<file path="config.mk">
export PLATFORM = sky130hd
export DESIGN_NAME = keyframe_color_interpolator_top
export DESIGN_NICKNAME = d
export VERILOG_FILES = /design/src/rtl/kci_pkg.sv /design/src/rtl/kci_ram.sv /design/src/rtl/kci_ctrl.sv /design/src/rtl/kci_dpath.sv /design/src/rtl/keyframe_color_interpolator_top.sv
export SDC_FILE = /design/constraint.sdc
export NUM_CORES = 2
export LEC_CHECK = 0
export BUFFER_PORTS_ARGS = -buffer_cell sky130_fd_sc_hd__buf_2
export CORE_UTILIZATION = 55
export CTS_CLUSTER_SIZE = 40
export DETAILED_ROUTE_END_ITERATION = 16
export PLACE_DENSITY_LB_ADDON = 0.1
export SYNTH_ARGS = -nofsm -noshare
export SYNTH_HDL_FRONTEND = slang
export SYNTH_SLANG_ARGS = --single-unit
</file>
<file path="constraint.sdc">
create_clock -name clk -period 12.5 [get_ports clk]
set_input_delay 2.5 -clock clk [delete_from_list [all_inputs] [get_ports clk]]
set_output_delay 2.5 -clock clk [all_outputs]
set_load 0.05 [all_outputs]
</file>
<file path="src/rtl/kci_pkg.sv">
// Shared types and constants of the keyframe color interpolator.
// Used by kci_ctrl, kci_dpath and the top level; depends on nothing.
package kci_pkg;

    localparam int MAX_KEYS_DEF   = 16;
    localparam int FRAME_BITS_DEF = 16;

    localparam int COLOR_BITS = 24;
    localparam int CHANNELS   = 3;
    localparam int LEVEL_BITS = 8;
    localparam int QUOT_BITS  = 11;
    localparam int QUOT_SHIFT = QUOT_BITS - 1;
    localparam int CNT_BITS   = $clog2(QUOT_BITS);

    localparam int CFG_INDEX_BITS = 2;
    localparam int CFG_DATA_BITS  = 16;

    localparam logic [CFG_INDEX_BITS-1:0] CFG_KEY_COUNT    = 2'd0;
    localparam logic [CFG_INDEX_BITS-1:0] CFG_REPEAT_COUNT = 2'd1;
    localparam logic [CFG_INDEX_BITS-1:0] CFG_LOOP_FOREVER = 2'd2;

    localparam logic [1:0] FUNC_LOAD    = 2'd0;
    localparam logic [1:0] FUNC_ADVANCE = 2'd1;
    localparam logic [1:0] FUNC_QUERY   = 2'd2;

    typedef enum logic [3:0] {
        ST_IDLE,
        ST_ADV,
        ST_PROBE,
        ST_CMP,
        ST_CLAMP,
        ST_PREV,
        ST_NEXT,
        ST_MUL,
        ST_DIV,
        ST_FIN
    } state_t;

    typedef enum logic [2:0] {
        ADDR_LAST,
        ADDR_MID,
        ADDR_ZERO,
        ADDR_HIGH,
        ADDR_LOW
    } addr_sel_t;

    typedef enum logic {
        EMIT_RAM,
        EMIT_INTERP
    } emit_sel_t;

    typedef struct packed {
        logic      load;
        logic      ld_query;
        logic      adv_step;
        addr_sel_t rd_sel;
        logic      probe;
        logic      narrow;
        logic      latch_prev;
        logic      latch_next;
        logic      mul;
        logic      div_step;
        logic      emit;
        emit_sel_t emit_sel;
    } cmd_t;

    typedef struct packed {
        logic search_open;
        logic below_first;
        logic past_last;
        logic hit;
        logic div_last;
    } status_t;

endpackage

</file>
<file path="src/rtl/kci_ram.sv">
// Generic single-write, single-read RAM with registered read data.
// Stand-alone; no package dependency.
module kci_ram #(
    parameter int WIDTH = 8,
    parameter int DEPTH = 16
) (
    input  logic                     clk,
    input  logic                     we,
    input  logic [$clog2(DEPTH)-1:0] waddr,
    input  logic [WIDTH-1:0]         wdata,
    input  logic [$clog2(DEPTH)-1:0] raddr,
    output logic [WIDTH-1:0]         rdata
);

    logic [WIDTH-1:0] mem_reg [DEPTH];
    logic [WIDTH-1:0] rdata_reg;

    always_ff @(posedge clk)
    begin
        if (we)
        begin
            mem_reg[waddr] <= wdata;
        end
        rdata_reg <= mem_reg[raddr];
    end

    assign rdata = rdata_reg;

endmodule

</file>
<file path="src/rtl/kci_ctrl.sv">
// Sequencer of the keyframe color interpolator: issues datapath commands.
// Depends on kci_pkg (state_t, cmd_t, status_t, func codes).
module kci_ctrl (
    input  logic             clk,
    input  logic             rst_n,
    input  logic             start,
    input  logic [1:0]       func,
    input  kci_pkg::status_t status,
    output logic             busy,
    output kci_pkg::cmd_t    cmd
);

    kci_pkg::state_t state_reg;
    kci_pkg::state_t state_next;

    always_ff @(posedge clk or negedge rst_n)
    begin
        if (!rst_n)
        begin
            state_reg <= kci_pkg::ST_IDLE;
        end
        else
        begin
            state_reg <= state_next;
        end
    end

    always_comb
    begin
        state_next   = state_reg;
        cmd          = '0;
        cmd.rd_sel   = kci_pkg::ADDR_LAST;
        cmd.emit_sel = kci_pkg::EMIT_RAM;
        busy         = (state_reg != kci_pkg::ST_IDLE);

        unique case (state_reg)
            kci_pkg::ST_IDLE:
            begin
                // read of the last key is issued here so advance has it next cycle
                if (start)
                begin
                    priority if (func == kci_pkg::FUNC_LOAD)
                    begin
                        cmd.load = 1'b1;
                    end
                    else if (func == kci_pkg::FUNC_ADVANCE)
                    begin
                        state_next = kci_pkg::ST_ADV;
                    end
                    else if (func == kci_pkg::FUNC_QUERY)
                    begin
                        cmd.ld_query = 1'b1;
                        state_next   = kci_pkg::ST_PROBE;
                    end
                    else
                    begin
                        state_next = kci_pkg::ST_IDLE;
                    end
                end
            end
            kci_pkg::ST_ADV:
            begin
                cmd.adv_step = 1'b1;
                state_next   = kci_pkg::ST_PROBE;
            end
            kci_pkg::ST_PROBE:
            begin
                priority if (status.search_open)
                begin
                    cmd.rd_sel = kci_pkg::ADDR_MID;
                    cmd.probe  = 1'b1;
                    state_next = kci_pkg::ST_CMP;
                end
                else if (status.below_first)
                begin
                    cmd.rd_sel = kci_pkg::ADDR_ZERO;
                    state_next = kci_pkg::ST_CLAMP;
                end
                else if (status.past_last)
                begin
                    cmd.rd_sel = kci_pkg::ADDR_LAST;
                    state_next = kci_pkg::ST_CLAMP;
                end
                else
                begin
                    cmd.rd_sel = kci_pkg::ADDR_HIGH;
                    state_next = kci_pkg::ST_PREV;
                end
            end
            kci_pkg::ST_CMP:
            begin
                if (status.hit)
                begin
                    cmd.emit   = 1'b1;
                    state_next = kci_pkg::ST_IDLE;
                end
                else
                begin
                    cmd.narrow = 1'b1;
                    state_next = kci_pkg::ST_PROBE;
                end
            end
            kci_pkg::ST_CLAMP:
            begin
                cmd.emit   = 1'b1;
                state_next = kci_pkg::ST_IDLE;
            end
            kci_pkg::ST_PREV:
            begin
                cmd.latch_prev = 1'b1;
                cmd.rd_sel     = kci_pkg::ADDR_LOW;
                state_next     = kci_pkg::ST_NEXT;
            end
            kci_pkg::ST_NEXT:
            begin
                cmd.latch_next = 1'b1;
                state_next     = kci_pkg::ST_MUL;
            end
            kci_pkg::ST_MUL:
            begin
                cmd.mul    = 1'b1;
                state_next = kci_pkg::ST_DIV;
            end
            kci_pkg::ST_DIV:
            begin
                cmd.div_step = 1'b1;
                if (status.div_last)
                begin
                    state_next = kci_pkg::ST_FIN;
                end
            end
            kci_pkg::ST_FIN:
            begin
                cmd.emit     = 1'b1;
                cmd.emit_sel = kci_pkg::EMIT_INTERP;
                state_next   = kci_pkg::ST_IDLE;
            end
            default:
            begin
                state_next = kci_pkg::ST_IDLE;
            end
        endcase
    end

endmodule

</file>
<file path="src/rtl/kci_dpath.sv">
// Datapath of the keyframe color interpolator: key table, configuration,
// search bounds, three-lane multiply and restoring divide, result registers.
// Depends on kci_pkg and kci_ram.
module kci_dpath #(
    parameter int MAX_KEYS   = kci_pkg::MAX_KEYS_DEF,
    parameter int FRAME_BITS = kci_pkg::FRAME_BITS_DEF
) (
    input  logic                               clk,
    input  logic                               rst_n,
    input  kci_pkg::cmd_t                      cmd,
    output kci_pkg::status_t                   status,
    input  logic                               cfg_we,
    input  logic [kci_pkg::CFG_INDEX_BITS-1:0] cfg_index,
    input  logic [kci_pkg::CFG_DATA_BITS-1:0]  cfg_data,
    input  logic [3:0]                         key_index,
    input  logic [15:0]                        key_frame_number,
    input  logic [7:0]                         key_red,
    input  logic [7:0]                         key_green,
    input  logic [7:0]                         key_blue,
    input  logic [15:0]                        query_frame,
    output logic                               done,
    output logic [15:0]                        shown_frame,
    output logic [7:0]                         red,
    output logic [7:0]                         green,
    output logic [7:0]                         blue,
    output logic [15:0]                        next_position
);

    localparam int AW  = $clog2(MAX_KEYS);
    localparam int NW  = $clog2(MAX_KEYS + 1);
    localparam int SW  = NW + 1;
    localparam int FW  = FRAME_BITS;
    localparam int CB  = kci_pkg::COLOR_BITS;
    localparam int EW  = FW + CB;
    localparam int LB  = kci_pkg::LEVEL_BITS;
    localparam int MW  = FW + LB;
    localparam int DW  = FW + kci_pkg::QUOT_SHIFT;
    localparam int QW  = kci_pkg::QUOT_BITS;
    localparam int CH  = kci_pkg::CHANNELS;
    localparam int CW  = kci_pkg::CNT_BITS;
    localparam int RW  = LB + 4;

    // configuration and animation state
    logic [4:0]              key_count_reg, key_count_next;
    logic                    loop_reg, loop_next;
    logic [16:0]             passes_reg, passes_next;
    logic [FW-1:0]           pos_reg, pos_next;

    // item in flight
    logic [FW-1:0]           num_reg, num_next;
    logic [FW-1:0]           shown_reg, shown_next;
    logic [FW-1:0]           nextp_reg, nextp_next;
    logic signed [SW-1:0]    low_reg, low_next;
    logic signed [SW-1:0]    high_reg, high_next;
    logic [AW-1:0]           mid_reg, mid_next;

    // interpolation
    logic [FW-1:0]           pn_reg, pn_next;
    logic [CB-1:0]           pc_reg, pc_next;
    logic [FW-1:0]           s_mag_reg, s_mag_next;
    logic [FW-1:0]           t_mag_reg, t_mag_next;
    logic                    sgn_st_reg, sgn_st_next;
    logic [LB-1:0]           d_mag_reg [CH];
    logic [LB-1:0]           d_mag_next [CH];
    logic                    d_neg_reg [CH];
    logic                    d_neg_next [CH];
    logic [MW-1:0]           rem_reg [CH];
    logic [MW-1:0]           rem_next [CH];
    logic [QW-1:0]           q_reg [CH];
    logic [QW-1:0]           q_next [CH];
    logic [DW-1:0]           dsr_reg, dsr_next;
    logic [CW-1:0]           cnt_reg, cnt_next;

    // results
    logic                    done_reg, done_next;
    logic [15:0]             out_shown_reg, out_shown_next;
    logic [15:0]             out_next_reg, out_next_next;
    logic [CB-1:0]           out_color_reg, out_color_next;

    // table port
    logic                    mem_we;
    logic [AW-1:0]           waddr;
    logic [EW-1:0]           wdata;
    logic [AW-1:0]           raddr;
    logic [EW-1:0]           rdata;
    logic [FW-1:0]           rd_num;
    logic [CB-1:0]           rd_color;

    logic [NW-1:0]           n_keys;
    logic [AW-1:0]           last_addr;
    logic [SW-1:0]           mid_sum;
    logic [AW-1:0]           mid_now;
    logic [CB-1:0]           interp_color;

    kci_ram #(
        .WIDTH (EW),
        .DEPTH (MAX_KEYS)
    ) u_table (
        .clk   (clk),
        .we    (mem_we),
        .waddr (waddr),
        .wdata (wdata),
        .raddr (raddr),
        .rdata (rdata)
    );

    assign rd_num   = rdata[EW-1:CB];
    assign rd_color = rdata[CB-1:0];

    // keys in use: zero acts as one, the top clamps to the table size
    always_comb
    begin
        if (key_count_reg == 5'd0)
        begin
            n_keys = NW'(1);
        end
        else if (32'(key_count_reg) > MAX_KEYS)
        begin
            n_keys = NW'(MAX_KEYS);
        end
        else
        begin
            n_keys = NW'(key_count_reg);
        end
    end

    assign last_addr = AW'(n_keys - NW'(1));
    assign mid_sum   = low_reg + high_reg;
    assign mid_now   = mid_sum[AW:1];

    assign mem_we = cmd.load && (32'(key_index) < MAX_KEYS);
    assign waddr  = AW'(key_index);
    assign wdata  = {FW'(key_frame_number), key_red, key_green, key_blue};

    always_comb
    begin
        unique case (cmd.rd_sel)
            kci_pkg::ADDR_LAST: raddr = last_addr;
            kci_pkg::ADDR_MID:  raddr = mid_now;
            kci_pkg::ADDR_ZERO: raddr = '0;
            kci_pkg::ADDR_HIGH: raddr = high_reg[AW-1:0];
            kci_pkg::ADDR_LOW:  raddr = low_reg[AW-1:0];
            default:            raddr = last_addr;
        endcase
    end

    assign status.search_open = (low_reg <= high_reg);
    assign status.below_first = high_reg[SW-1];
    assign status.past_last   = (low_reg >= $signed(SW'(n_keys)));
    assign status.hit         = (rd_num == num_reg);
    assign status.div_last    = (cnt_reg == '0);

    // final level per channel: saturate large quotients, clamp to 0..255
    always_comb
    begin
        logic              neg;
        logic [LB-1:0]     pcc;
        logic signed [RW-1:0] qv;
        logic signed [RW-1:0] lvl;
        for (int c = 0; c < CH; c++)
        begin
            neg = d_neg_reg[c] ^ sgn_st_reg;
            pcc = pc_reg[c*LB +: LB];
            qv  = $signed(RW'(q_reg[c][QW-2:0]));
            if (neg)
            begin
                qv = -qv;
            end
            lvl = $signed(RW'(pcc)) + qv;
            if (s_mag_reg == '0)
            begin
                interp_color[c*LB +: LB] = pcc;
            end
            else if (q_reg[c][QW-1])
            begin
                interp_color[c*LB +: LB] = neg ? '0 : '1;
            end
            else if (lvl < 0)
            begin
                interp_color[c*LB +: LB] = '0;
            end
            else if (lvl > $signed(RW'(255)))
            begin
                interp_color[c*LB +: LB] = '1;
            end
            else
            begin
                interp_color[c*LB +: LB] = lvl[LB-1:0];
            end
        end
    end

    always_comb
    begin
        logic [FW:0]   step;
        logic          wrap;
        logic [FW-1:0] newpos;
        logic [FW:0]   s_diff;
        logic [FW:0]   t_diff;
        logic [LB:0]   d_diff;
        logic [DW-1:0] rem_ext;

        key_count_next = key_count_reg;
        loop_next      = loop_reg;
        passes_next    = passes_reg;
        pos_next       = pos_reg;
        num_next       = num_reg;
        shown_next     = shown_reg;
        nextp_next     = nextp_reg;
        low_next       = low_reg;
        high_next      = high_reg;
        mid_next       = mid_reg;
        pn_next        = pn_reg;
        pc_next        = pc_reg;
        s_mag_next     = s_mag_reg;
        t_mag_next     = t_mag_reg;
        sgn_st_next    = sgn_st_reg;
        dsr_next       = dsr_reg;
        cnt_next       = cnt_reg;
        for (int c = 0; c < CH; c++)
        begin
            d_mag_next[c] = d_mag_reg[c];
            d_neg_next[c] = d_neg_reg[c];
            rem_next[c]   = rem_reg[c];
            q_next[c]     = q_reg[c];
        end
        done_next      = cmd.emit;
        out_shown_next = out_shown_reg;
        out_next_next  = out_next_reg;
        out_color_next = out_color_reg;

        step   = {1'b0, pos_reg} + (FW+1)'(1);
        wrap   = (step > {1'b0, rd_num});
        newpos = wrap ? '0 : step[FW-1:0];
        s_diff = {1'b0, rd_num} - {1'b0, pn_reg};
        t_diff = {1'b0, num_reg} - {1'b0, pn_reg};
        d_diff = '0;
        rem_ext = '0;

        if (cfg_we)
        begin
            unique case (cfg_index)
                kci_pkg::CFG_KEY_COUNT:    key_count_next = cfg_data[4:0];
                kci_pkg::CFG_REPEAT_COUNT: passes_next = {1'b0, cfg_data} + 17'd1;
                kci_pkg::CFG_LOOP_FOREVER: loop_next = cfg_data[0];
                default:                   key_count_next = key_count_reg;
            endcase
        end

        if (cmd.ld_query)
        begin
            num_next   = FW'(query_frame);
            shown_next = FW'(query_frame);
            nextp_next = FW'(query_frame);
            low_next   = '0;
            high_next  = $signed(SW'(n_keys)) - $signed(SW'(1));
        end

        // rdata holds the last key here; it sets the animation length
        if (cmd.adv_step)
        begin
            low_next  = '0;
            high_next = $signed(SW'(n_keys)) - $signed(SW'(1));
            if (!loop_reg && passes_reg == '0)
            begin
                num_next   = rd_num;
                shown_next = rd_num;
                nextp_next = rd_num;
            end
            else
            begin
                num_next   = pos_reg;
                shown_next = pos_reg;
                nextp_next = newpos;
                pos_next   = newpos;
                if (wrap && !loop_reg)
                begin
                    passes_next = passes_reg - 17'd1;
                end
            end
        end

        if (cmd.probe)
        begin
            mid_next = mid_now;
        end

        if (cmd.narrow)
        begin
            if (rd_num > num_reg)
            begin
                high_next = $signed(SW'(mid_reg)) - $signed(SW'(1));
            end
            else
            begin
                low_next = $signed(SW'(mid_reg)) + $signed(SW'(1));
            end
        end

        if (cmd.latch_prev)
        begin
            pn_next = rd_num;
            pc_next = rd_color;
        end

        if (cmd.latch_next)
        begin
            s_mag_next  = s_diff[FW] ? FW'(-s_diff) : s_diff[FW-1:0];
            t_mag_next  = t_diff[FW] ? FW'(-t_diff) : t_diff[FW-1:0];
            sgn_st_next = s_diff[FW] ^ t_diff[FW];
            for (int c = 0; c < CH; c++)
            begin
                d_diff        = {1'b0, rd_color[c*LB +: LB]} - {1'b0, pc_reg[c*LB +: LB]};
                d_neg_next[c] = d_diff[LB];
                d_mag_next[c] = d_diff[LB] ? LB'(-d_diff) : d_diff[LB-1:0];
            end
        end

        if (cmd.mul)
        begin
            for (int c = 0; c < CH; c++)
            begin
                rem_next[c] = MW'(d_mag_reg[c]) * MW'(t_mag_reg);
                q_next[c]   = '0;
            end
            dsr_next = {s_mag_reg, {kci_pkg::QUOT_SHIFT{1'b0}}};
            cnt_next = CW'(kci_pkg::QUOT_SHIFT);
        end

        // one quotient bit per lane per cycle, MSB first
        if (cmd.div_step)
        begin
            for (int c = 0; c < CH; c++)
            begin
                rem_ext = DW'(rem_reg[c]);
                if (rem_ext >= dsr_reg)
                begin
                    rem_next[c] = MW'(rem_ext - dsr_reg);
                    q_next[c]   = {q_reg[c][QW-2:0], 1'b1};
                end
                else
                begin
                    q_next[c] = {q_reg[c][QW-2:0], 1'b0};
                end
            end
            dsr_next = dsr_reg >> 1;
            cnt_next = cnt_reg - CW'(1);
        end

        if (cmd.emit)
        begin
            out_shown_next = 16'(shown_reg);
            out_next_next  = 16'(nextp_reg);
            out_color_next = (cmd.emit_sel == kci_pkg::EMIT_INTERP) ? interp_color : rd_color;
        end
    end

    always_ff @(posedge clk or negedge rst_n)
    begin
        if (!rst_n)
        begin
            key_count_reg <= 5'd1;
            loop_reg      <= 1'b1;
            passes_reg    <= 17'd1;
            pos_reg       <= '0;
            low_reg       <= '0;
            high_reg      <= '0;
            cnt_reg       <= '0;
            done_reg      <= 1'b0;
        end
        else
        begin
            key_count_reg <= key_count_next;
            loop_reg      <= loop_next;
            passes_reg    <= passes_next;
            pos_reg       <= pos_next;
            low_reg       <= low_next;
            high_reg      <= high_next;
            cnt_reg       <= cnt_next;
            done_reg      <= done_next;
        end
    end

    always_ff @(posedge clk)
    begin
        num_reg       <= num_next;
        shown_reg     <= shown_next;
        nextp_reg     <= nextp_next;
        mid_reg       <= mid_next;
        pn_reg        <= pn_next;
        pc_reg        <= pc_next;
        s_mag_reg     <= s_mag_next;
        t_mag_reg     <= t_mag_next;
        sgn_st_reg    <= sgn_st_next;
        dsr_reg       <= dsr_next;
        out_shown_reg <= out_shown_next;
        out_next_reg  <= out_next_next;
        out_color_reg <= out_color_next;
        for (int c = 0; c < CH; c++)
        begin
            d_mag_reg[c] <= d_mag_next[c];
            d_neg_reg[c] <= d_neg_next[c];
            rem_reg[c]   <= rem_next[c];
            q_reg[c]     <= q_next[c];
        end
    end

    assign done          = done_reg;
    assign shown_frame   = out_shown_reg;
    assign next_position = out_next_reg;
    assign red           = out_color_reg[3*LB-1:2*LB];
    assign green         = out_color_reg[2*LB-1:LB];
    assign blue          = out_color_reg[LB-1:0];

endmodule

</file>
<file path="src/rtl/keyframe_color_interpolator_top.sv">
// Keyframe color interpolator: LED animation engine with a keyframe table.
// Command channel: an item is taken on a clock edge with start high and
//   busy low. func selects load (0), advance and render (1), query (2).
// A load beat writes one table slot in that same cycle; busy stays low and
//   no result follows, so loads can go back to back.
// Advance and query beats each give one result beat: done is high for one
//   cycle with shown_frame, red, green, blue and next_position. The receiver
//   cannot stall; results must be taken when done is high.
// Sequence: each probe of the binary search takes ST_PROBE and ST_CMP
//   (registered table read), up to ceil(log2(K+1)) probes for K keys in
//   use, and a last ST_PROBE closes it. An exact hit emits at its probe; a
//   clamp emits the end key from ST_CLAMP; an interpolation goes through
//   operand fetch (ST_PREV, ST_NEXT), multiply (ST_MUL), the divider in
//   ST_DIV, one quotient bit per step for eleven bits, and ST_FIN to emit.
//   An advance first passes ST_ADV.
// busy is high from the accepting edge until the result beat; a new item
//   may be taken in the cycle that done is high.
// Config writes (cfg_valid/cfg_ready) are taken while busy is low.
// Reset clears position, reloads one pass, sets key_count 1, loop_forever 1;
//   the key table holds nothing defined until loaded.
module keyframe_color_interpolator_top #(
    parameter int MAX_KEYS   = kci_pkg::MAX_KEYS_DEF,
    parameter int FRAME_BITS = kci_pkg::FRAME_BITS_DEF
) (
    input  logic                               clk,
    input  logic                               rst_n,
    input  logic                               start,
    output logic                               busy,
    input  logic [1:0]                         func,
    input  logic [3:0]                         key_index,
    input  logic [15:0]                        key_frame_number,
    input  logic [7:0]                         key_red,
    input  logic [7:0]                         key_green,
    input  logic [7:0]                         key_blue,
    input  logic [15:0]                        query_frame,
    output logic                               done,
    output logic [15:0]                        shown_frame,
    output logic [7:0]                         red,
    output logic [7:0]                         green,
    output logic [7:0]                         blue,
    output logic [15:0]                        next_position,
    input  logic                               cfg_valid,
    output logic                               cfg_ready,
    input  logic [kci_pkg::CFG_INDEX_BITS-1:0] cfg_index,
    input  logic [kci_pkg::CFG_DATA_BITS-1:0]  cfg_data
);

    kci_pkg::cmd_t    cmd;
    kci_pkg::status_t status;
    logic             cfg_we;

    assign cfg_ready = ~busy;
    assign cfg_we    = cfg_valid & cfg_ready;

    kci_ctrl u_ctrl (
        .clk    (clk),
        .rst_n  (rst_n),
        .start  (start),
        .func   (func),
        .status (status),
        .busy   (busy),
        .cmd    (cmd)
    );

    kci_dpath #(
        .MAX_KEYS   (MAX_KEYS),
        .FRAME_BITS (FRAME_BITS)
    ) u_dpath (
        .clk              (clk),
        .rst_n            (rst_n),
        .cmd              (cmd),
        .status           (status),
        .cfg_we           (cfg_we),
        .cfg_index        (cfg_index),
        .cfg_data         (cfg_data),
        .key_index        (key_index),
        .key_frame_number (key_frame_number),
        .key_red          (key_red),
        .key_green        (key_green),
        .key_blue         (key_blue),
        .query_frame      (query_frame),
        .done             (done),
        .shown_frame      (shown_frame),
        .red              (red),
        .green            (green),
        .blue             (blue),
        .next_position    (next_position)
    );

endmodule
</file>
==> reports/results.tsv <==
metric	value	unit
most common library cell in the layout ignoring fill and taps	edfxtp_1	
H-tree Lvls	3	
Post-DRT Antenna Nets	0	
TritonCTS clock tree	done	
Final Hold Viols	0	
Synth area leader	edfxtp_1	
final-report max-slew violation count	0	
placed cell areas	0.0654	mm^2
Synth Flop Type	edfxtp_1	
total power	16800	uW
max reg flops	640	
Mean Syn Cell Area	11.1	um^2
crit path capture type	flop	
grt total ovfl	0	
Synth cell types	98	
outcome	finished clean	
CP Launch Type	flop	
area of the multi-input gates	0.0298	mm^2
syn nets	6358	
design area	0.0691	mm^2
fillers	9238	
initial antenna violation count	14	
Die Height	340	um
Total Routing Usage GR	0.281	
crit path time final	5.81	ns
gate count after technology mapping	5663	
CP Class	flop to flop	
post-synthesis sequential area ratio	0.485	
CTS clk-pin slew, worst paths	0.06	ns
Num CTS Buffers	110	
highest achievable clock rate	0.172	GHz
Max Clock Skew	0.0771	ns
Vias	43100	
Hold Path Depth	0	
register area	0.0305	mm^2
Worst EP required	13.05	ns
Post-DP HPWL	108	mm
fin cells	7369	
CTS Hold Buffers Added	0	
area grow syn2layout	9.78	%
Syn. warnings	0	
worst min path class	flop to flop	
post-CTS setup repair buffer count	0	
max incr delay on CP	0.94	ns
Clk Latency, worst-skew pair	0.75	ns
Via density	5.85	
first-pass GRT wire length	250	mm
# nets final	6468	
peak supply drop	0.316	mV
CP dominant cell by count	fa_1	
GP Congestion	0.893	
Pre-antenna DRT Iters	6	
largest net degree at the start of global routing	140	
asr flop ratio synth	0.0564	
Pleak	0.0281	uW
Slowest cell on crit path	edfxtp_1	
routed len/inst	22.0	um
placed cells	7161	
Initial Util	0.557	
worst path arrival time	6.36	ns
Die X	340	um
maxcap violations	0	
synthesized area	0.0629	mm^2
Setup-failing EPs final	0	
CP cell instances	and2_1 -> fa_1 -> fa_1 -> fa_1 -> inv_1 -> fa_1 -> inv_1 -> ha_1 -> a21o_1 -> a2111o_1 -> nand4b_1 -> a31o_2 -> a21oi_1 -> o21ai_0 -> xnor2_1 -> nor2_1 -> a21oi_1 -> a21oi_1	
Slew headroom	0.238	
post-synth top area share	0.425	
Ports	143	
IO Port Bufs	142	
worst reg2reg path depth	18	
Synth area leaders	edfxtp_1 42%, fa_1 8.4%, ha_1 6.9%, nand2_1 4.1%, dfxtp_1 3.6%	
layout cell share with drive strength beyond 1	0.0936	
CTS resizes	0	
Worst-Margin Slew	1.14	ns
#FFs+latches synth	1063	
final worst-path cycle share	0.465	
final core occ	0.611	
drt total wl	162	mm
vias in the first global route	43100	
CTS sink cnt	1063	
Post-route DRC	0	
num rows	123	
DRT iter0 DRCs	3215	
die area	0.116	mm^2
core box area	0.113	mm^2
CP Max Fanout	24	
CTS max path bufs	3	
EDFF count, synth	890	
clk root buf	clkbuf_16	
most frequent cells in the layout	890 x edfxtp_1, 680 x nand2_1, 526 x inv_1, 347 x ha_1, 303 x nor2_1	
Power Dens Cells	243	mW/mm^2
unrepaired setup endpoints after global routing	no	
setup total negative slack	0	ns
==> synth_stat cells (42+ instances only) <==
| cell type | instances |
|---|---|
| a32o_1 | 80 |
| nand2_1 | 684 |
| xor2_1 | 108 |
| mux2i_1 | 181 |
| ha_1 | 347 |
| nor2_1 | 316 |
| a21o_1 | 70 |
| clkbuf_1 | 170 |
| dfxtp_1 | 113 |
| o21ai_0 | 197 |
| xnor2_1 | 163 |
| nand3_1 | 58 |
| dfrtp_1 | 57 |
| inv_1 | 529 |
| and3_1 | 54 |
| edfxtp_1 | 890 |
| nor3_1 | 81 |
| o22ai_1 | 47 |
| a21oi_1 | 275 |
| fa_1 | 264 |
| o21a_1 | 45 |
| and2_1 | 270 |
| nor2b_1 | 42 |
| mux2_2 | 95 |
| nor4_1 | 60 |
==> worst max-delay path: cells and delay by family, from the launching register on <==
kind,cells,cell delay [ns]
buffers and inverters,2,0.10
XOR/XNOR,1,0.17
adder cells (fa/ha/maj),5,2.39
flip-flops,1,0.94
AO/OA/AOI/OAI,7,1.51
AND/OR/NAND/NOR,3,0.55
==> power by group <==
part           leakage (uW)  total [uW]  switching [uW]  internal [uW]
registers           0.00975        4780             402           4380
clock network       0.00177        3330            1440           1890
logic                0.0165        8660            5300           3370
==> per-layer routing <==
metal	share of wire	global-route usage	vias up
met5	0.00035	0	-
met4	0.036	0.103	10
met3	0.050	0.0360	305
met2	0.49	0.476	1116
met1	0.42	0.372	21500
li1	-	-	20200
==> logic make-up (layout without fill, tap and decap cells) <==
family	after synthesis	after routing	synth area share
other cells	0	3	0
buf+inv	742	945	0.0451
xor+xnor	271	271	0.0377
simple gates	1718	1718	0.131
compound gates	981	981	0.103
flops	1063	1063	0.485
fa+ha+maj	612	612	0.153
mux	276	276	0.0458
==> final timing paths <==
kind | from | end | slack (ns)
worst max register to register | u_dpath.t_mag_reg[5] | u_dpath.rem_reg[0][65] | 6.69
worst min register to register | u_dpath.nextp_reg[0] | u_dpath.next_position[0] | 0.42
worst max-delay path | u_dpath.t_mag_reg[5] | u_dpath.rem_reg[0][65] | 6.69
worst min-delay path | u_dpath.nextp_reg[0] | u_dpath.next_position[0] | 0.42
max in group asynchronous | rst_n | u_dpath.key_count_reg[4] | 9.97
min in group asynchronous | rst_n | u_dpath.done | 1.94
==> area by class of cell <==
class | instances | area share
Multi-Input combinational cell | 3858 | 0.432
Sequential cell | 1063 | 0.442
Clock buffer | 133 | 0.0414
Timing Repair Buffer | 208 | 0.0176
Tap cell | 1500 | 0.0272
Inverter | 532 | 0.0289
Clock inverter | 72 | 0.0116
Antenna cell | 3 | 0.000109
==> through the flow <==
step	hold slack, ns	setup slack [ns]
floorplan	0.400	5.77
global placement	0.401	6.83
detailed placement	0.405	6.77
CTS	0.421	6.74
global route	0.425	6.40
finish	0.420	6.69
Power figures use the tool's default switching activity.
